`src/rtl/lssp_pkg.sv`:
```
// lssp_pkg: shared widths, register codes, reset values and sensor pattern tables
// for the line sensor steering pd unit; no dependencies
package lssp_pkg;

	// field widths
	localparam int SENSOR_W   = 8;
	localparam int ERR_W      = 6;
	localparam int STEER_W    = 22;
	localparam int SPEED_W    = 16;
	localparam int GAIN_W     = 16;
	localparam int CFG_IDX_W  = 3;
	localparam int CFG_DATA_W = 16;

	// configuration register indexes
	localparam logic [CFG_IDX_W-1:0] REG_TABLE_SELECT = 3'd0;
	localparam logic [CFG_IDX_W-1:0] REG_PROP_GAIN    = 3'd1;
	localparam logic [CFG_IDX_W-1:0] REG_DERIV_GAIN   = 3'd2;
	localparam logic [CFG_IDX_W-1:0] REG_BASE_SPEED   = 3'd3;
	localparam logic [CFG_IDX_W-1:0] REG_CURVE_COEF   = 3'd4;

	// table select codes
	localparam logic TABLE_EIGHT = 1'b0;
	localparam logic TABLE_SEVEN = 1'b1;

	// register reset values
	localparam logic signed [GAIN_W-1:0] PROP_GAIN_RST  = -16'sd448;
	localparam logic signed [GAIN_W-1:0] DERIV_GAIN_RST = -16'sd166;
	localparam logic [SPEED_W-1:0]       BASE_SPEED_RST = 16'd7680;
	localparam logic [GAIN_W-1:0]        CURVE_COEF_RST = 16'd2365;

	// largest error magnitude, given for the all-ones pattern
	localparam logic signed [ERR_W-1:0] ERR_FULL_POS = 6'sd16;
	localparam logic signed [ERR_W-1:0] ERR_FULL_NEG = -6'sd16;

	typedef logic signed [ERR_W-1:0] err_t;

	// eight-sensor pattern table, last_pos tells whether the previous error was positive
	function automatic err_t map_eight(input logic [SENSOR_W-1:0] b, input logic last_pos);
		err_t e;
		unique case (b)
			8'hE7, 8'hC3:        e = 6'sd0;
			8'h00, 8'h0F, 8'h07: e = -6'sd9;
			8'hF0, 8'hE0:        e = 6'sd9;
			8'hE3, 8'hF7:        e = 6'sd2;
			8'hC1:               e = 6'sd1;
			8'hF3:               e = 6'sd4;
			8'hF1, 8'hFB:        e = 6'sd6;
			8'hF9, 8'hFD:        e = 6'sd8;
			8'hF8:               e = 6'sd10;
			8'hFC:               e = 6'sd12;
			8'hFE:               e = 6'sd14;
			8'h87:               e = -6'sd2;
			8'hC7:               e = -6'sd1;
			8'hEF:               e = -6'sd2;
			8'hCF:               e = -6'sd4;
			8'h8F, 8'hDF:        e = -6'sd6;
			8'h9F, 8'hBF:        e = -6'sd8;
			8'h1F:               e = -6'sd10;
			8'h3F:               e = -6'sd12;
			8'h7F:               e = -6'sd14;
			8'hFF:               e = last_pos ? ERR_FULL_POS : ERR_FULL_NEG;
			default:             e = 6'sd0;
		endcase
		return e;
	endfunction

	// seven-sensor pattern table
	function automatic err_t map_seven(input logic [SENSOR_W-1:0] b);
		err_t e;
		unique case (b)
			8'hF7:   e = 6'sd0;
			8'hE7:   e = 6'sd1;
			8'hEF:   e = 6'sd2;
			8'hCF:   e = 6'sd3;
			8'hDF:   e = 6'sd4;
			8'h9F:   e = 6'sd5;
			8'hBF:   e = 6'sd6;
			8'hF3:   e = -6'sd1;
			8'hFB:   e = -6'sd2;
			8'hF9:   e = -6'sd3;
			8'hFD:   e = -6'sd4;
			8'hFC:   e = -6'sd5;
			8'hFE:   e = -6'sd6;
			default: e = 6'sd0;
		endcase
		return e;
	endfunction

endpackage

```
`src/rtl/lssp_if.sv`:
```
// lssp_if: valid/ready channel interfaces for sensor input, results and configuration
// depends on lssp_pkg for widths
interface lssp_in_if;
	import lssp_pkg::*;
	logic                valid;
	logic                ready;
	logic [SENSOR_W-1:0] sensor_byte;
	modport source (output valid, output sensor_byte, input ready);
	modport sink   (input valid, input sensor_byte, output ready);
endinterface

interface lssp_out_if;
	import lssp_pkg::*;
	logic                       valid;
	logic                       ready;
	logic signed [STEER_W-1:0]  steer_value;
	logic signed [ERR_W-1:0]    track_error;
	logic [SPEED_W-1:0]         target_speed;
	modport source (output valid, output steer_value, output track_error,
		output target_speed, input ready);
	modport sink   (input valid, input steer_value, input track_error,
		input target_speed, output ready);
endinterface

interface lssp_cfg_if;
	import lssp_pkg::*;
	logic                  valid;
	logic                  ready;
	logic [CFG_IDX_W-1:0]  index;
	logic [CFG_DATA_W-1:0] data;
	modport source (output valid, output index, output data, input ready);
	modport sink   (input valid, input index, input data, output ready);
endinterface

```
`src/rtl/line_sensor_steering_pd_unit.sv`:
```
// line_sensor_steering_pd_unit: top level of the line sensor pd steering block
// depends on lssp_pkg and the channel interfaces in lssp_if
//
// One sensor byte per transaction gives one result transaction. The byte is
// mapped to a track error in the accept cycle; the pd steering value and the
// curve speed are then formed by bit-serial shift-and-add multipliers: the pd
// terms (with |error|*curve_coef alongside), then the square of that product,
// then the scaling of base_speed, and last the load of the output register.
// A new byte is accepted once the previous one is in the output register, even
// while that result still waits to be taken. Configuration writes are always
// accepted and must only be issued while the block is idle.
module line_sensor_steering_pd_unit (
	input  logic              clk,
	input  logic              arst_n,
	lssp_in_if.sink           sensor_ch,
	lssp_out_if.source        result_ch,
	lssp_cfg_if.sink          cfg_ch
);
	import lssp_pkg::*;

	localparam int PD_STEPS  = 7;
	localparam int SQ_STEPS  = 16;
	localparam int SPD_STEPS = 16;
	localparam int PD_W      = 7;
	localparam int ACC_W     = 24;
	localparam int PROD_W    = 21;
	localparam int SQ_W      = 32;
	localparam int FAC_W     = 33;

	localparam logic [1:0] ST_IDLE = 2'd0;
	localparam logic [1:0] ST_PD   = 2'd1;
	localparam logic [1:0] ST_SQ   = 2'd2;
	localparam logic [1:0] ST_SPD  = 2'd3;

	// configuration registers
	logic                      table_sel_q;
	logic signed [GAIN_W-1:0]  prop_gain_q;
	logic signed [GAIN_W-1:0]  deriv_gain_q;
	logic [SPEED_W-1:0]        base_speed_q;
	logic [GAIN_W-1:0]         curve_coef_q;

	// control
	logic [1:0]                state_q;
	logic [3:0]                cnt_q;
	logic                      done_q;
	logic                      out_valid_q;

	// datapath
	err_t                      prev_q;
	err_t                      err_q;
	logic [PD_W-1:0]           err_sr_q;
	logic [PD_W-1:0]           diff_sr_q;
	logic [PD_W-1:0]           mag_sr_q;
	logic signed [ACC_W-1:0]   steer_acc_q;
	logic [PROD_W-1:0]         prod_acc_q;
	logic [SPEED_W-1:0]        sq_mcand_q;
	logic [SPEED_W-1:0]        sq_sr_q;
	logic                      ovf_q;
	logic [SQ_W-1:0]           sq_acc_q;
	logic [FAC_W-1:0]          fac_q;
	logic [SPEED_W-1:0]        base_sr_q;
	logic [FAC_W-1:0]          spd_acc_q;

	logic signed [STEER_W-1:0] steer_out_q;
	err_t                      err_out_q;
	logic [SPEED_W-1:0]        speed_out_q;

	logic                      in_acc;
	logic                      zeros_ok;
	logic                      prev_pos;
	err_t                      err_new;
	logic [PD_W-1:0]           diff_new;
	logic [ERR_W-1:0]          mag_new;
	logic                      neg_step;
	logic signed [ACC_W-1:0]   pg_ext;
	logic signed [ACC_W-1:0]   dg_ext;
	logic signed [ACC_W-1:0]   term_e;
	logic signed [ACC_W-1:0]   term_d;
	logic signed [ACC_W-1:0]   steer_next;
	logic [PROD_W-1:0]         prod_next;
	logic [SQ_W-1:0]           sq_next;
	logic [FAC_W:0]            spd_sum;
	logic                      load_out;

	assign cfg_ch.ready    = 1'b1;
	assign sensor_ch.ready = (state_q == ST_IDLE) && !done_q;
	assign in_acc          = sensor_ch.valid && sensor_ch.ready;

	// configuration writes
	always_ff @(posedge clk or negedge arst_n) begin
		if (!arst_n) begin
			table_sel_q  <= TABLE_EIGHT;
			prop_gain_q  <= PROP_GAIN_RST;
			deriv_gain_q <= DERIV_GAIN_RST;
			base_speed_q <= BASE_SPEED_RST;
			curve_coef_q <= CURVE_COEF_RST;
		end else if (cfg_ch.valid) begin
			unique case (cfg_ch.index)
				REG_TABLE_SELECT: table_sel_q  <= cfg_ch.data[0];
				REG_PROP_GAIN:    prop_gain_q  <= cfg_ch.data;
				REG_DERIV_GAIN:   deriv_gain_q <= cfg_ch.data;
				REG_BASE_SPEED:   base_speed_q <= cfg_ch.data;
				REG_CURVE_COEF:   curve_coef_q <= cfg_ch.data;
				default: ;
			endcase
		end
	end

	// error selection from the sensor byte
	always_comb begin
		zeros_ok = $countones(~sensor_ch.sensor_byte[6:0]) <= 2;
		prev_pos = !prev_q[ERR_W-1] && (prev_q != '0);
		if (!zeros_ok)
			err_new = prev_q;
		else if (table_sel_q == TABLE_SEVEN)
			err_new = map_seven(sensor_ch.sensor_byte);
		else
			err_new = map_eight(sensor_ch.sensor_byte, prev_pos);
		diff_new = {err_new[ERR_W-1], err_new} - {prev_q[ERR_W-1], prev_q};
		mag_new  = err_new[ERR_W-1] ? ERR_W'(-err_new) : ERR_W'(err_new);
	end

	// one step of each serial multiplier
	always_comb begin
		neg_step   = (cnt_q == 4'(PD_STEPS - 1));
		pg_ext     = ACC_W'(prop_gain_q);
		dg_ext     = ACC_W'(deriv_gain_q);
		term_e     = err_sr_q[PD_W-1] ? (neg_step ? -pg_ext : pg_ext) : '0;
		term_d     = diff_sr_q[PD_W-1] ? (neg_step ? -dg_ext : dg_ext) : '0;
		steer_next = (steer_acc_q <<< 1) + term_e + term_d;
		prod_next  = (prod_acc_q << 1)
			+ (mag_sr_q[PD_W-1] ? PROD_W'(curve_coef_q) : PROD_W'(0));
		sq_next    = (sq_acc_q << 1) + (sq_sr_q[SPEED_W-1] ? SQ_W'(sq_mcand_q) : SQ_W'(0));
		spd_sum    = {1'b0, spd_acc_q} + (base_sr_q[0] ? {1'b0, fac_q} : '0);
		load_out   = done_q && (!out_valid_q || result_ch.ready);
	end

	// sequencer
	always_ff @(posedge clk or negedge arst_n) begin
		if (!arst_n) begin
			state_q <= ST_IDLE;
			cnt_q   <= '0;
			done_q  <= 1'b0;
			prev_q  <= '0;
		end else begin
			if (load_out)
				done_q <= 1'b0;
			unique case (state_q)
				ST_IDLE: begin
					if (in_acc) begin
						prev_q  <= err_new;
						cnt_q   <= 4'(PD_STEPS - 1);
						state_q <= ST_PD;
					end
				end
				ST_PD: begin
					if (cnt_q == '0) begin
						cnt_q   <= 4'(SQ_STEPS - 1);
						state_q <= ST_SQ;
					end else begin
						cnt_q <= cnt_q - 4'd1;
					end
				end
				ST_SQ: begin
					if (cnt_q == '0) begin
						cnt_q   <= 4'(SPD_STEPS - 1);
						state_q <= ST_SPD;
					end else begin
						cnt_q <= cnt_q - 4'd1;
					end
				end
				ST_SPD: begin
					if (cnt_q == '0) begin
						done_q  <= 1'b1;
						state_q <= ST_IDLE;
					end else begin
						cnt_q <= cnt_q - 4'd1;
					end
				end
				default: state_q <= ST_IDLE;
			endcase
		end
	end

	// serial datapath registers
	always_ff @(posedge clk) begin
		unique case (state_q)
			ST_IDLE: begin
				if (in_acc) begin
					err_q       <= err_new;
					err_sr_q    <= {err_new[ERR_W-1], err_new};
					diff_sr_q   <= diff_new;
					mag_sr_q    <= {1'b0, mag_new};
					steer_acc_q <= '0;
					prod_acc_q  <= '0;
				end
			end
			ST_PD: begin
				steer_acc_q <= steer_next;
				prod_acc_q  <= prod_next;
				err_sr_q    <= err_sr_q << 1;
				diff_sr_q   <= diff_sr_q << 1;
				mag_sr_q    <= mag_sr_q << 1;
				if (cnt_q == '0) begin
					sq_mcand_q <= prod_next[SPEED_W-1:0];
					sq_sr_q    <= prod_next[SPEED_W-1:0];
					ovf_q      <= |prod_next[PROD_W-1:SPEED_W];
					sq_acc_q   <= '0;
				end
			end
			ST_SQ: begin
				sq_acc_q <= sq_next;
				sq_sr_q  <= sq_sr_q << 1;
				if (cnt_q == '0) begin
					fac_q     <= ovf_q ? '0 : ({1'b1, {SQ_W{1'b0}}} - {1'b0, sq_next});
					base_sr_q <= base_speed_q;
					spd_acc_q <= '0;
				end
			end
			ST_SPD: begin
				spd_acc_q <= spd_sum[FAC_W:1];
				base_sr_q <= base_sr_q >> 1;
			end
			default: ;
		endcase
	end

	// output register
	always_ff @(posedge clk or negedge arst_n) begin
		if (!arst_n)
			out_valid_q <= 1'b0;
		else if (load_out)
			out_valid_q <= 1'b1;
		else if (result_ch.ready)
			out_valid_q <= 1'b0;
	end

	always_ff @(posedge clk) begin
		if (load_out) begin
			steer_out_q <= steer_acc_q[STEER_W-1:0];
			err_out_q   <= err_q;
			speed_out_q <= spd_acc_q[SQ_W-1:SPEED_W];
		end
	end

	assign result_ch.valid        = out_valid_q;
	assign result_ch.steer_value  = steer_out_q;
	assign result_ch.track_error  = err_out_q;
	assign result_ch.target_speed = speed_out_q;

endmodule

```
`src/flat_wrapper.sv`:
```
// flat-port wrapper written by rule: the top's interface ports become plain ports
module line_sensor_steering_pd_unit_flat import lssp_pkg::*;
  (clk, arst_n, sensor_ch_valid, sensor_ch_sensor_byte, sensor_ch_ready, result_ch_valid, result_ch_steer_value, result_ch_track_error, result_ch_target_speed, result_ch_ready, cfg_ch_valid, cfg_ch_index, cfg_ch_data, cfg_ch_ready);
  lssp_in_if sensor_ch_i ();
  lssp_out_if result_ch_i ();
  lssp_cfg_if cfg_ch_i ();
  input  logic clk;
  input  logic arst_n;
  input wire logic [$bits(sensor_ch_i.valid)-1:0] sensor_ch_valid;
  input wire logic [$bits(sensor_ch_i.sensor_byte)-1:0] sensor_ch_sensor_byte;
  output wire logic [$bits(sensor_ch_i.ready)-1:0] sensor_ch_ready;
  output wire logic [$bits(result_ch_i.valid)-1:0] result_ch_valid;
  output wire logic [$bits(result_ch_i.steer_value)-1:0] result_ch_steer_value;
  output wire logic [$bits(result_ch_i.track_error)-1:0] result_ch_track_error;
  output wire logic [$bits(result_ch_i.target_speed)-1:0] result_ch_target_speed;
  input wire logic [$bits(result_ch_i.ready)-1:0] result_ch_ready;
  input wire logic [$bits(cfg_ch_i.valid)-1:0] cfg_ch_valid;
  input wire logic [$bits(cfg_ch_i.index)-1:0] cfg_ch_index;
  input wire logic [$bits(cfg_ch_i.data)-1:0] cfg_ch_data;
  output wire logic [$bits(cfg_ch_i.ready)-1:0] cfg_ch_ready;
  assign sensor_ch_i.valid = sensor_ch_valid;
  assign sensor_ch_i.sensor_byte = sensor_ch_sensor_byte;
  assign sensor_ch_ready = sensor_ch_i.ready;
  assign result_ch_valid = result_ch_i.valid;
  assign result_ch_steer_value = result_ch_i.steer_value;
  assign result_ch_track_error = result_ch_i.track_error;
  assign result_ch_target_speed = result_ch_i.target_speed;
  assign result_ch_i.ready = result_ch_ready;
  assign cfg_ch_i.valid = cfg_ch_valid;
  assign cfg_ch_i.index = cfg_ch_index;
  assign cfg_ch_i.data = cfg_ch_data;
  assign cfg_ch_ready = cfg_ch_i.ready;
  line_sensor_steering_pd_unit u_core (.clk(clk), .arst_n(arst_n), .sensor_ch(sensor_ch_i), .result_ch(result_ch_i), .cfg_ch(cfg_ch_i));
endmodule
```
`config.mk`:
```
export PLATFORM = sky130hd
export DESIGN_NAME = line_sensor_steering_pd_unit_flat
export DESIGN_NICKNAME = d
export VERILOG_FILES = /design/src/rtl/lssp_pkg.sv /design/src/rtl/lssp_if.sv /design/src/rtl/line_sensor_steering_pd_unit.sv /design/src/flat_wrapper.sv
export SDC_FILE = /design/constraint.sdc
export NUM_CORES = 1
export LEC_CHECK = 0
export BUFFER_PORTS_ARGS = -buffer_cell sky130_fd_sc_hd__buf_2
export CAP_MARGIN = 20
export CORE_ASPECT_RATIO = 1.1
export CORE_MARGIN = 1
export CORE_UTILIZATION = 36
export CTS_CLUSTER_DIAMETER = 150
export DETAILED_ROUTE_END_ITERATION = 8
export PLACE_DENSITY = 0.56
export SYNTH_ARGS = -nofsm -noshare
export SYNTH_HDL_FRONTEND = slang
export SYNTH_SLANG_ARGS = --single-unit
```
`constraint.sdc`:
```
create_clock -name clk -period 11.8 [get_ports clk]
set_input_delay 0 -clock clk [delete_from_list [all_inputs] [get_ports clk]]
set_output_delay 0 -clock clk [all_outputs]
set_load 0.01 [all_outputs]
```
==> results of run 1 <==
[final cells by class]
type                            count  share of cell area, %
Antenna cell                        1                 0.0107
Clock buffer                       59                   4.86
Clock inverter                     12                  0.376
Inverter                          119                   1.92
Multi-Input combinational cell   1400                   43.7
Sequential cell                   337                   41.9
Tap cell                          744                   3.99
Timing Repair Buffer              116                   3.29
[sequential cells by signal (all words and copies together) (netlist names), 16 cells and up]
| signal | count |
|---|---|
| u_core.prod_acc_q | 20 |
| u_core.result_ch.target_speed | 16 |
| u_core.sq_mcand_q | 16 |
| u_core.sq_acc_q | 31 |
| u_core.prop_gain_q | 16 |
| u_core.base_sr_q | 16 |
| u_core.base_speed_q | 16 |
| u_core.steer_acc_q | 22 |
| u_core.sq_sr_q | 16 |
| u_core.deriv_gain_q | 16 |
| u_core.fac_q | 33 |
| u_core.result_ch.steer_value | 22 |
| u_core.spd_acc_q | 33 |
| u_core.curve_coef_q | 16 |
[through the flow]
| stage | setup WS, ps | power [mW] | utilization [%] | instance area (µm²) |
|---|---|---|---|---|
| 2_1_floorplan | 5830 | 4.70 | - | 20600 |
| 3_3_place_gp | 7120 | 5.46 | 38.8 | 21800 |
| 3_5_place_dp | 7000 | 5.52 | 38.8 | 21800 |
| 4_1_cts | 7050 | 6.72 | 41.4 | 23300 |
| 5_1_grt | 6670 | 7.23 | 41.4 | 23300 |
| 6_report | 7030 | 6.66 | 41.4 | 23300 |
[worst register-to-register path: stages, from the launching register on]
cell and delay (ps):
sky130_fd_sc_hd__dfrtp_1 430, sky130_fd_sc_hd__or4_1 620, sky130_fd_sc_hd__nor2_1 400, sky130_fd_sc_hd__a21oi_1 140, sky130_fd_sc_hd__xor2_1 160, sky130_fd_sc_hd__nand2_1 90
sky130_fd_sc_hd__fa_1 520, sky130_fd_sc_hd__inv_1 40, sky130_fd_sc_hd__ha_1 360, sky130_fd_sc_hd__a21oi_1 170, sky130_fd_sc_hd__nor2b_1 70, sky130_fd_sc_hd__or4_1 410
sky130_fd_sc_hd__a211oi_1 400, sky130_fd_sc_hd__nor4b_1 150, sky130_fd_sc_hd__o31a_1 320, sky130_fd_sc_hd__nor3_1 150, sky130_fd_sc_hd__nor3_1 70
[what timing repair did]
action,CTS,global route
endpoints found under the setup margin,0,0
hold endpoints to repair,115,25
hold buffers,20,1
[worst max-delay path by stage]
stage                     cells after the start                      from                      to  slack (ps)
after CTS                                    19           u_core.cnt_q[0]  u_core.steer_acc_q[20]        7050
after global placement                       19           u_core.cnt_q[0]  u_core.steer_acc_q[20]        7120
final                                        16     u_core.prop_gain_q[2]  u_core.steer_acc_q[20]        7030
after global routing                         19           u_core.cnt_q[0]  u_core.steer_acc_q[20]        6670
after detailed placement                     18  sensor_ch_sensor_byte[4]     u_core.diff_sr_q[5]        7000
after floorplan                               5         u_core.state_q[1]     u_core.diff_sr_q[0]        5830
[placed cells by master, fill, tap and decap left out, types with 38 or more instances in the layout]
cell	count
sky130_fd_sc_hd__and2_1	139
sky130_fd_sc_hd__mux2_2	90
sky130_fd_sc_hd__a21o_1	38
sky130_fd_sc_hd__nand2_1	141
sky130_fd_sc_hd__xor2_1	49
sky130_fd_sc_hd__edfxtp_1	258
sky130_fd_sc_hd__buf_2	76
sky130_fd_sc_hd__nor3_1	39
sky130_fd_sc_hd__o21ai_0	106
sky130_fd_sc_hd__inv_1	119
sky130_fd_sc_hd__nor2b_1	39
sky130_fd_sc_hd__a21oi_1	95
sky130_fd_sc_hd__ha_1	114
sky130_fd_sc_hd__nor2_1	117
sky130_fd_sc_hd__dfrtp_1	48
sky130_fd_sc_hd__clkbuf_16	40
sky130_fd_sc_hd__xnor2_1	77
[report_power, final]
| group | switching [mW] | internal (mW) |
|---|---|---|
| registers | 0.235 | 1.90 |
| logic | 1.99 | 1.38 |
| clock network | 0.493 | 0.666 |
[cells by family (layout without fill, tap and decap cells)]
| group | Yosys count | after routing |
|---|---|---|
| other cells | 1 | 2 |
| buf+inv | 178 | 306 |
| xor+xnor | 126 | 126 |
| simple gates | 628 | 628 |
| fa+ha+maj | 144 | 144 |
| compound gates | 404 | 404 |
| mux | 97 | 97 |
| flops | 337 | 337 |
[metal layers]
layer,wire length [µm],vias to the layer above,GRT usage [%]
met5,13,-,0
met3,1680,76,2.47
li1,-,7129,-
met1,20900,7165,20.3
met4,1180,2,5.79
met2,23300,279,28.6
==> out/results.txt, run 1 <==
Cell type of the slowest stage on the worst timing path: sky130_fd_sc_hd__or4_1. Counting cells, the worst reg-to-reg path comes to 16. The tools report the number of slew-limit violations in the final report as 0. The initial utilization of the core area, before any placement, comes to 36.6%.

The run finished with clean final reports. Largest net degree at the start of global routing: 80. The total of warnings raised by yosys is 0, and the first-iteration detailed-routing DRC count is 825. The worst pin sits at a relative slew slack of 33.4%. In this run the static leakage power is 9.32 nW.

Sorting the synthesized cells by how often they occur yields sky130_fd_sc_hd__edfxtp_1, sky130_fd_sc_hd__nand2_1, sky130_fd_sc_hd__and2_1. For this run, the total global-route usage over all layers was measured as 16.3%. The number of flops mapped to enable cells by yosys was 258.

Walking the worst path, the cells encountered are or4_1 > nor2_1 > a21oi_1 > xor2_1 > nand2_1 > fa_1 > inv_1 > ha_1 > a21oi_1 > nor2b_1 > or4_1 > a211oi_1 > nor4b_1 > o31a_1 > nor3_1 > nor3_1. Share of flip-flops with an asynchronous set or reset after synthesis: 23.4%. STA classifies the critical path endpoint as a register. The count of standard-cell rows came out at 91.

In this run the number of H-tree levels came out at 2. Summed over all layers, the routed wires come to 47.1 mm. After global routing the overflow that remains totals 0. Summing the areas of all fa, ha and maj instances in the mapped netlist gives 9.77% of the synthesized area. TritonCTS built the clock tree.

The most common cell in the synthesized netlist was sky130_fd_sc_hd__edfxtp_1. Using the TritonRoute via totals, the vias-per-cell ratio works out to 5.26. The count of buffers added on input and output ports is 77. Final hold analysis gives a worst-case slack of 125 ps.

For the final database, setup skew stands at 25.8 ps. In this run the mean area of a mapped cell was 10.8 µm². After clock tree synthesis, the clock-pin slew on the worst setup and hold paths is 60 ps. The xor/xnor share of the synthesized area is 5.36%. For this run, the leading register cell type out of synthesis is sky130_fd_sc_hd__edfxtp_1. The wire length per cell is 16.9 µm, and the largest incremental delay on the critical path is 620 ps. The largest family of logic cells by synthesized area was simple AND/OR/NAND/NOR gates.

For the fill cell total of the finished layout, the log shows 5401. Adding up every negative setup slack in the final design gives 0 ps. Clock tree synthesis selected as its root buffer the cell sky130_fd_sc_hd__clkbuf_16.

For the slack of the worst reg-to-reg path, the log shows 7030 ps. In this run, post-CTS repair resized a total of 0 instances. The final hold violation count is 0, and the post-route DRC violation count is 0. The synthesized design spends more area on one cell type than any other, namely sky130_fd_sc_hd__edfxtp_1. Counting I/O delays and the setup requirement, the final critical path takes 4770 ps. The number of antenna-violating nets in the routed design came out at 0.

Setup repair after global routing left no endpoint under its margin. Area fraction of the dominant cell type after synthesis: 37.6%. The worst register-to-register path begins at u_core.prop_gain_q[2]. The maximum fanout along the worst path was 7; the global-route wire length before repair was 76.5 mm. Portion of netlist area occupied by mux cells: 5.26%. The final critical path takes up 40.4% of the cycle.

The clock reaches the later pin of the worst-skew pair after 570 ps. The number of buffers inserted to repair setup after CTS was 0; the via count was 14700. The highest achievable clock rate came out at 210 MHz. The cell count after synthesis came out at 1915. The type of the setup path with the least slack is reg2reg. For the initial antenna violation count, the log shows 2. The number of sinks on the clock net is 337, and the height of the die is 253 µm.

For the half-perimeter wire length after detailed placement, the log shows 34.3 mm. The die covers 58100 µm². The logs give 0 for the count of maximum capacitance violations and 47.4% for the fraction of the yosys area taken by sequential cells. Counting tap cells, the placed design contains a total of 2694 instances.

The total power per unit cell area is 286 nW/µm², and the required time at the worst-slack endpoint is 12080 ps. The number of nets in the synthesized netlist is 2091. The total area inside the core boundary comes to 56200 µm². The number of iterations in the first detailed-routing pass is 7. The startpoint class of the critical path is a register. Pin placement for this block handled 79 I/O pins. The cell family contributing the most delay on the critical path was simple AND/OR/NAND/NOR gates. The number of cells on the worst hold path was 5; the data arrival at the endpoint of the critical path was 5040 ps. For hold timing, the worst endpoint is u_core.table_sel_q. For the sequential cell area, the log shows 9760 µm². In this run, synthesis produced a sequential element count of 337.

Compared with the post-synthesis result, the final layout area differs by 13.2%. Measured along the x axis, the die boundary spans 230 µm. The multi-input combinational cells in the finished layout cover a total of 10200 µm². The logs give 0 for the setup violation total in the final timing report and 14900 for the via count of the first global-routing pass. The worst register-to-register path ends at u_core.steer_acc_q[20].

Number of buffer and inverter stages on the critical path: 1. The tightest min-delay check is of the in2reg type. The number of buffers on the longest clock path is 3, and the final RePlAce weighted congestion is 0.841. The synthesized-area fraction occupied by and/or/nand/nor cells was 16.1%; the combined area of all synthesized cells was 20600 µm².

The share of final-layout standard cells stronger than drive strength 1 is 15.0%. Number of library cell types mapped by synthesis: 82. The synthesized netlist devotes 12.8% of its cell area to compound gates.

Sorting the synthesized cells by area gives the leading types as sky130_fd_sc_hd__edfxtp_1, sky130_fd_sc_hd__ha_1, sky130_fd_sc_hd__dfrtp_1. Buffers inserted during clock tree synthesis total 39. The final layout contains 2189 nets. The worst hold path begins at cfg_ch_index[2]. The non-filler instance count after layout was 2788; the slew of the pin with the lowest slew margin was 973 ps.

The run gives 0.173 mV as the maximum resistive drop on vdd.
Power figures use the tool's default switching activity.
==> run 2, diff against run 1 <==
--- a/config.mk
+++ b/config.mk
@@ -12,7 +12,7 @@
 export CORE_UTILIZATION = 36
 export CTS_CLUSTER_DIAMETER = 150
 export DETAILED_ROUTE_END_ITERATION = 8
-export PLACE_DENSITY = 0.56
+export PLACE_DENSITY = 0.58
 export SYNTH_ARGS = -nofsm -noshare
 export SYNTH_HDL_FRONTEND = slang
 export SYNTH_SLANG_ARGS = --single-unit
==> constraint.sdc (replaced) <==
create_clock -name clk -period 4.2 [get_ports clk]
set_input_delay 0 -clock clk [delete_from_list [all_inputs] [get_ports clk]]
set_output_delay 0 -clock clk [all_outputs]
set_load 0.01 [all_outputs]
==> out/results.txt, run 2 (synthesis results as in run 1) <==
The run finished with clean final reports. The count of standard-cell rows was 91; the initial antenna violation count was 1. Pre-CTS setup slack: -127 ps. The global-route wire length before repair was 78.2 mm; the die boundary width was 230 µm. The signal on the critical path passes through buf_4 > or4_4 > nor2_4 > a21oi_2 > xor2_1 > nand2_1 > fa_1 > inv_1 > ha_4 > a21oi_2 > nor2b_1 > or4_4 > a211oi_4 > nor4b_4 > o31a_1 > nor3_2 > nor3_2. For the clock network latency to the later pin of the worst-skew pair, the log shows 560 ps. The tool flagged a number of max-cap violations equal to 0. The logs give 15000 for the via count of the first global-routing pass and 0 for the remaining global-route overflow. In the post-route analysis, the smallest setup slack over all paths is 48.9 ps. STA classifies the critical path endpoint as a register. Slew of the pin with the lowest slew margin: 940 ps.

Largest incremental delay on the critical path: 510 ps. The worst pin sits at a relative slew slack of 37.4%. Setup repair after global routing could not meet its margin everywhere. The area added between synthesis and finish is 19.3%.

The top cell types in the final layout, fill and taps aside, are sky130_fd_sc_hd__edfxtp_1, sky130_fd_sc_hd__nand2_1, sky130_fd_sc_hd__and2_1, sky130_fd_sc_hd__buf_4, sky130_fd_sc_hd__inv_1. The die covers 58100 µm². The first detailed-routing pass took 5 iterations. In this run the number of H-tree levels came out at 2. Clock skew on the completed layout was measured at 12.7 ps. Summed over all failing endpoints, the final setup total negative slack is 0 ps. Among all stages on the critical path, the largest delay is contributed by sky130_fd_sc_hd__fa_1. The congestion estimate from routability-driven global placement came to 0.853. The leakage dissipation is 9.95 nW.

Maximum resistive drop on vdd: 0.487 mV. The area taken by multi-input logic gates came out at 10500 µm². The total power per unit cell area came out at 828 nW/µm². Data on the critical path is required at its endpoint by 4500 ps. The area after detailed placement is 22600 µm². The effective utilization at floorplan is 36.6%. The final layout contains 2297 nets.

The floorplan step defined a core boundary enclosing 56200 µm². The sequential share of power is 29.2%, and the part of the power in combinational logic is 54.2%. The run gives 12.1 mW as the internal power of the cells.

Detailed placement ended at an HPWL of 35.3 mm. Net switching is 40.2% of the power. After detailed routing, the number of vias per cell comes to 5.18. Counting the buffers created by CTS gives 39. The detailed router placed 15000 vias in this run.

The largest registers in the layout are u_core.fac_q x33, u_core.spd_acc_q x33, u_core.sq_acc_q x31. The tools report the routed wire length as 48.0 mm. The clock network burns 16.6% of the power. Of the cells placed in the final design, the portion with a size suffix greater than 1 is 21.9%. The detail route stage leaves a number of antenna-violating nets equal to 0. Clock-pin slew was measured on the worst setup and hold paths at 60 ps.

The post-route DRC violation count was 0; the number of buffers on the longest clock path was 3. The run gives 241 MHz as the highest achievable clock rate. Summing all non-filler instances in the final layout gives an area of 24600 µm². For this design the top-level I/O count stands at 79. Global routing used 16.6% of the available tracks. Maximum fanout along the worst path: 3. The worst setup path is of the reg2reg kind. Setup violations remaining at the end of the flow were counted as 0. The startpoint class of the critical path was a register.

The first-iteration detailed-routing DRC count is 753. The cell sitting at the root of the clock tree is a sky130_fd_sc_hd__clkbuf_16. At the worst endpoint, the arrival time is 4450 ps. TritonCTS built the clock tree. Hold is met by 43.1 ps. The run gives 9760 µm² as the sequential cell area.

Among cell families on the critical path, the largest total delay comes from simple AND/OR/NAND/NOR gates. The most common cell after layout, fill and taps aside was sky130_fd_sc_hd__edfxtp_1. The post-layout minimum cycle time works out to 4150 ps. Entering global routing, the biggest net connects 80 pins. Counting the fill cells in the layout gives 5286. The die is 253 µm tall. Together, buffers and inverters on the worst path number 2. In this run the worst hold path is classified as in2reg. Input and output buffers added on the ports amount to 77.

Summed over all nets, the switching power comes to 8.17 mW. The number of sinks on the clock net is 337, and the power consumption is 20.3 mW. Final hold violation count: 0. For the number of slew-limit violations in the final report, the log shows 0. The wire length per cell works out to 16.6 µm.

In the finished design, the share of the clock period the worst path needs comes to 98.8%.
run 2: through the flow:
| step | util [%] | std cells |
|---|---|---|
| floorplan | - | 1915 |
| global placement | 40.1 | 2786 |
| detailed placement | 40.1 | 2786 |
| CTS | 42.9 | 2880 |
| global route | 43.7 | 2895 |
| finish | 43.7 | 2895 |
run 2: power groups by stage:
stage | Combinational, mW | Clock, mW | Sequential [mW]
2_1_floorplan | 7.45 | 0 | 5.78
3_3_place_gp | 10.2 | 0 | 5.94
3_5_place_dp | 10.4 | 0 | 5.98
4_1_cts | 10.6 | 3.48 | 5.93
5_1_grt | 12.3 | 3.59 | 6.06
6_report | 11.0 | 3.38 | 5.93
run 2: worst min-delay path, stage by stage:
cell	delay, ps
sky130_fd_sc_hd__buf_2	100
sky130_fd_sc_hd__nor2b_1	160
sky130_fd_sc_hd__nor3b_1	150
sky130_fd_sc_hd__nand2_1	60
sky130_fd_sc_hd__o21ai_0	70
run 2: path summary, 6_finish.rpt:
kind / from / end / slack [ps] / cells past startpoint
max in group asynchronous: arst_n / u_core.deriv_gain_q[4] / 3110 / 4
setup / recovery: u_core.prop_gain_q[0] / u_core.steer_acc_q[20] / 50 / 17
setup reg to reg: u_core.prop_gain_q[0] / u_core.steer_acc_q[20] / 50 / 17
hold reg to reg: u_core.err_q[2] / u_core.result_ch.track_error[2] / 430 / 0
hold / removal: cfg_ch_valid / u_core.table_sel_q / 40 / 5
min in group asynchronous: arst_n / u_core.base_speed_q[13] / 430 / 3
run 2: what timing repair did:
item / 4_1_cts / 5_1_grt
resized for setup: 23 / 63
gates cloned: 0 / 0
setup buffers: 3 / 10
endpoints found under the hold margin: 115 / 13
setup endpoints to repair: 2 / 20
pin swaps: 8 / 38
hold buffers: 21 / 2
run 2: layout make-up:
class                   count  share of cell area, %
diodes                      1                 0.0102
clock buffers              53                   4.31
clock inverters            17                  0.754
inverters                 119                   1.82
multi-input cells        1400                   43.0
flip-flops and latches    337                   39.8
well taps                 744                   3.79
repair buffers            224                   6.59
run 2: metal layers:
layer | part of all wire, % | global-route usage [%] | vias up
li1 | - | - | 7308
met1 | 44 | 21.4 | 7320
met2 | 50 | 29.0 | 311
met3 | 4.1 | 2.34 | 68
met4 | 2.3 | 4.96 | 0
met5 | 0 | 0 | -
==> run 3, diff against run 2 <==
--- a/config.mk
+++ b/config.mk
@@ -12,7 +12,6 @@
 export CORE_UTILIZATION = 36
 export CTS_CLUSTER_DIAMETER = 150
 export DETAILED_ROUTE_END_ITERATION = 8
-export PLACE_DENSITY = 0.58
 export SYNTH_ARGS = -nofsm -noshare
 export SYNTH_HDL_FRONTEND = slang
 export SYNTH_SLANG_ARGS = --single-unit
==> out/results.txt, run 3 (synthesis results as in run 1) <==
Number of slew-limit violations in the final report: 0. The overall die area is 58100 µm². The net count of the finished layout is 2295.

The remaining global-route overflow is 0, and the maximum resistive drop on vdd is 0.511 mV. Counting both buffers and inverters, the worst setup path holds a total of 4. The flow ran to the end, and the final reports show no timing, DRC or antenna violations. STA classifies the critical path startpoint as a register. 79 I/O pins were placed. Endpoint class of the critical path: a register. The depth of the most critical reg-to-reg path came out at 15.

By instance count, the cell type seen most on the critical path is sky130_fd_sc_hd__buf_4. The first global-routing pass estimated 74.9 mm of wire. Once the floorplan was initialized, standard cells occupied 36.6% of the core. The highest achievable clock rate was 244 MHz; the count of input and output buffers was 77. At the pin with the least slew margin, the transition time is 1060 ps.

The highest metal layer carrying signal wires in the routed design is met5. In this run the worst setup path begins at u_core.sq_sr_q[15]. For the post-route core utilization, the log shows 43.7%.

The worst register-to-register path ends at u_core.fac_q[28]. The post-layout minimum cycle time was 4090 ps; the height of the die was 253 µm. In the routed design, unresolved DRC markers number 0.

Routability-driven placement finished with a final weighted congestion of 0.865. The end point of the critical path was u_core.fac_q[28]. The tools report the via count of the first global-routing pass as 14900. The instance count on the critical path is 15. The run gives 0 as the final hold violation count. The die boundary width works out to 230 µm.

In the final layout, the share of cells above drive strength 1 is 22.0%. The met2 wire length is 23.3 mm, and the detail-routed via count per cell is 5.19. After floorplanning, the core was sized to cover 56200 µm². The critical path goes through buf_6 > buf_4 > and2_1 > ha_1 > o21ai_0 > o21ai_1 > a22oi_1 > buf_4 > nor3_1 > nand4bb_1 > or4_1 > nor4_2 > buf_4 > a311oi_1 > a41o_1. Along the worst path, the maximum fanout reaches 7. The number of iterations in the first detailed-routing pass was 4. For flop-to-flop paths, the worst setup slack is 110 ps. The HPWL after detailed placement is 33.8 mm. The largest single stage delay on the critical path is 530 ps.

The cell family contributing the most delay on the critical path is simple AND/OR/NAND/NOR gates. Portion of the clock cycle consumed by the worst path in the final layout: 97.4%. Leaving out fill and tap cells, the most frequent cell in the layout is sky130_fd_sc_hd__edfxtp_1.

The tools report the beginning of the worst register-to-register path as u_core.sq_sr_q[15]. The tools report the initial antenna violation count as 2. The routed design has 46.6 mm of wire. The largest registers in the layout are u_core.fac_q x33, u_core.spd_acc_q x33, u_core.sq_acc_q x31. The largest individual stage delay along the critical path comes from the cell sky130_fd_sc_hd__or4_1. The number of sinks on the clock net was 337; the clock network latency to the later pin of the worst-skew pair was 560 ps.

With fillers left out, the area of the finished cells amounts to 24600 µm². Data on the critical path arrives at its endpoint at 4380 ps. For the number of antenna-violating nets in the routed design, the log shows 0. Setup repair after global routing could not meet its margin everywhere. The top cell types in the final layout, fill and taps aside, are sky130_fd_sc_hd__edfxtp_1, sky130_fd_sc_hd__and2_1, sky130_fd_sc_hd__nand2_1, sky130_fd_sc_hd__inv_1, sky130_fd_sc_hd__buf_4. The run gives 0 as the setup violation total in the final timing report. Dividing the detail-routed wire length by the instance count gives 16.1 µm.

Across the run, the number of max-cap violations was 0. Measured against its own limit, the worst slew margin works out to 29.0%. The detailed router put a total of 20.6 mm of wire on met1. The overall global routing resource usage was 15.8%; the power consumption was 20.4 mW.

The logs give 9.93 nW for the leakage dissipation and 15000 for the via count. The area added between synthesis and finish is 19.4%. Row generation in the floorplan step produced 91 rows. The detailed route wirelength on metal3 is 1.72 mm.

STA puts the critical path data required time at 4490 ps. Clock-pin slew was measured on the worst setup and hold paths at 60 ps. The placed instances occupy a cell area of 22600 µm².

The type of the setup path with the least slack is reg2reg. Cell at the root of the clock tree: sky130_fd_sc_hd__clkbuf_16. The number of CTS-inserted buffers is 40, and the final total negative setup slack is 0 ps. The longest clock path from root to sink contains 3 buffers. The largest net degree at the start of global routing is 80. In this run, the number of DRC markers left after iteration 0 of detailed routing was 602. The worst hold path belongs to the class in2reg. Total power per unit cell area: 832 nW/µm².

In this run the number of H-tree levels came out at 2. The tools report the final-layout worst hold slack as 228 ps. The run gives 32.0 ps as the worst-case clock skew. TritonCTS built the clock tree.
run 3: cell count changes in the layout (fill, tap and decap cells not counted), moves of 3 or more:
| cell | delta |
|---|---|
| sky130_fd_sc_hd__bufinv_16 | -3 |
| sky130_fd_sc_hd__clkbuf_1 | -5 |
| sky130_fd_sc_hd__clkbuf_16 | +4 |
| sky130_fd_sc_hd__buf_4 | -4 |
| sky130_fd_sc_hd__ha_4 | +4 |
| sky130_fd_sc_hd__buf_6 | +4 |
| sky130_fd_sc_hd__clkinvlp_4 | +3 |
| sky130_fd_sc_hd__ha_1 | -4 |
| sky130_fd_sc_hd__clkbuf_8 | +3 |
run 3: worst min-delay path by stage:
| stage | startpoint | endpoint | cells past startpoint |
|---|---|---|---|
| final | sensor_ch_valid | u_core.prev_q[0] | 4 |
| after global routing | sensor_ch_valid | u_core.prev_q[0] | 4 |
| after detailed placement | arst_n | u_core.base_speed_q[15] | 1 |
| after floorplan | arst_n | u_core.base_speed_q[0] | 0 |
| after CTS | arst_n | u_core.base_speed_q[15] | 2 |
| after global placement | arst_n | u_core.base_speed_q[13] | 1 |
run 3: metal layers:
| metal | up-vias | global-route usage (%) |
|---|---|---|
| li1 | 7323 | - |
| met1 | 7346 | 19.7 |
| met2 | 266 | 28.0 |
| met3 | 69 | 2.69 |
| met4 | 2 | 4.41 |
| met5 | - | 0 |
run 3: worst register-to-register path, cell delays in order, from the launching register on:
cell	delay, ps
sky130_fd_sc_hd__edfxtp_1	440
sky130_fd_sc_hd__buf_6	150
sky130_fd_sc_hd__buf_4	140
sky130_fd_sc_hd__and2_1	140
sky130_fd_sc_hd__ha_1	380
sky130_fd_sc_hd__o21ai_0	150
sky130_fd_sc_hd__o21ai_1	230
sky130_fd_sc_hd__a22oi_1	210
sky130_fd_sc_hd__buf_4	210
sky130_fd_sc_hd__nor3_1	240
sky130_fd_sc_hd__nand4bb_1	250
sky130_fd_sc_hd__or4_1	530
sky130_fd_sc_hd__nor4_2	240
sky130_fd_sc_hd__buf_4	190
sky130_fd_sc_hd__a311oi_1	90
sky130_fd_sc_hd__a41o_1	260
run 3: power breakdown:
| part | internal, mW | total, mW | switching [mW] |
|---|---|---|---|
| registers | 5.32 | 5.92 | 0.595 |
| clock network | 2.03 | 3.42 | 1.39 |
| logic | 4.92 | 11.1 | 6.17 |
run 3: timing repair:
| item | in CTS | in global routing |
|---|---|---|
| endpoints found under the hold margin | 115 | 10 |
| gates cloned | 0 | 0 |
| hold buffers | 23 | 1 |
| setup buffers | 0 | 10 |
| pin swaps | 0 | 45 |
| setup endpoints to repair | 3 | 18 |
| gates resized for setup | 3 | 81 |
run 3: per-stage QoR:
step / cells / setup slack, ps
global route: 2893 / -77.9
floorplan: 1915 / 7.46
finish: 2893 / 109
detailed placement: 2787 / -33.2
global placement: 2787 / 12.7
CTS: 2881 / -18.8
run 3: area by class of cell:
cell class / instances / area [µm²]
Tap cell: 744 / 931
Clock buffer: 55 / 1180
Multi-Input combinational cell: 1400 / 10500
Antenna cell: 1 / 2.50
Clock inverter: 16 / 123
Fill cell: 5338 / 31700
Sequential cell: 337 / 9760
Inverter: 119 / 447
Timing Repair Buffer: 221 / 1580
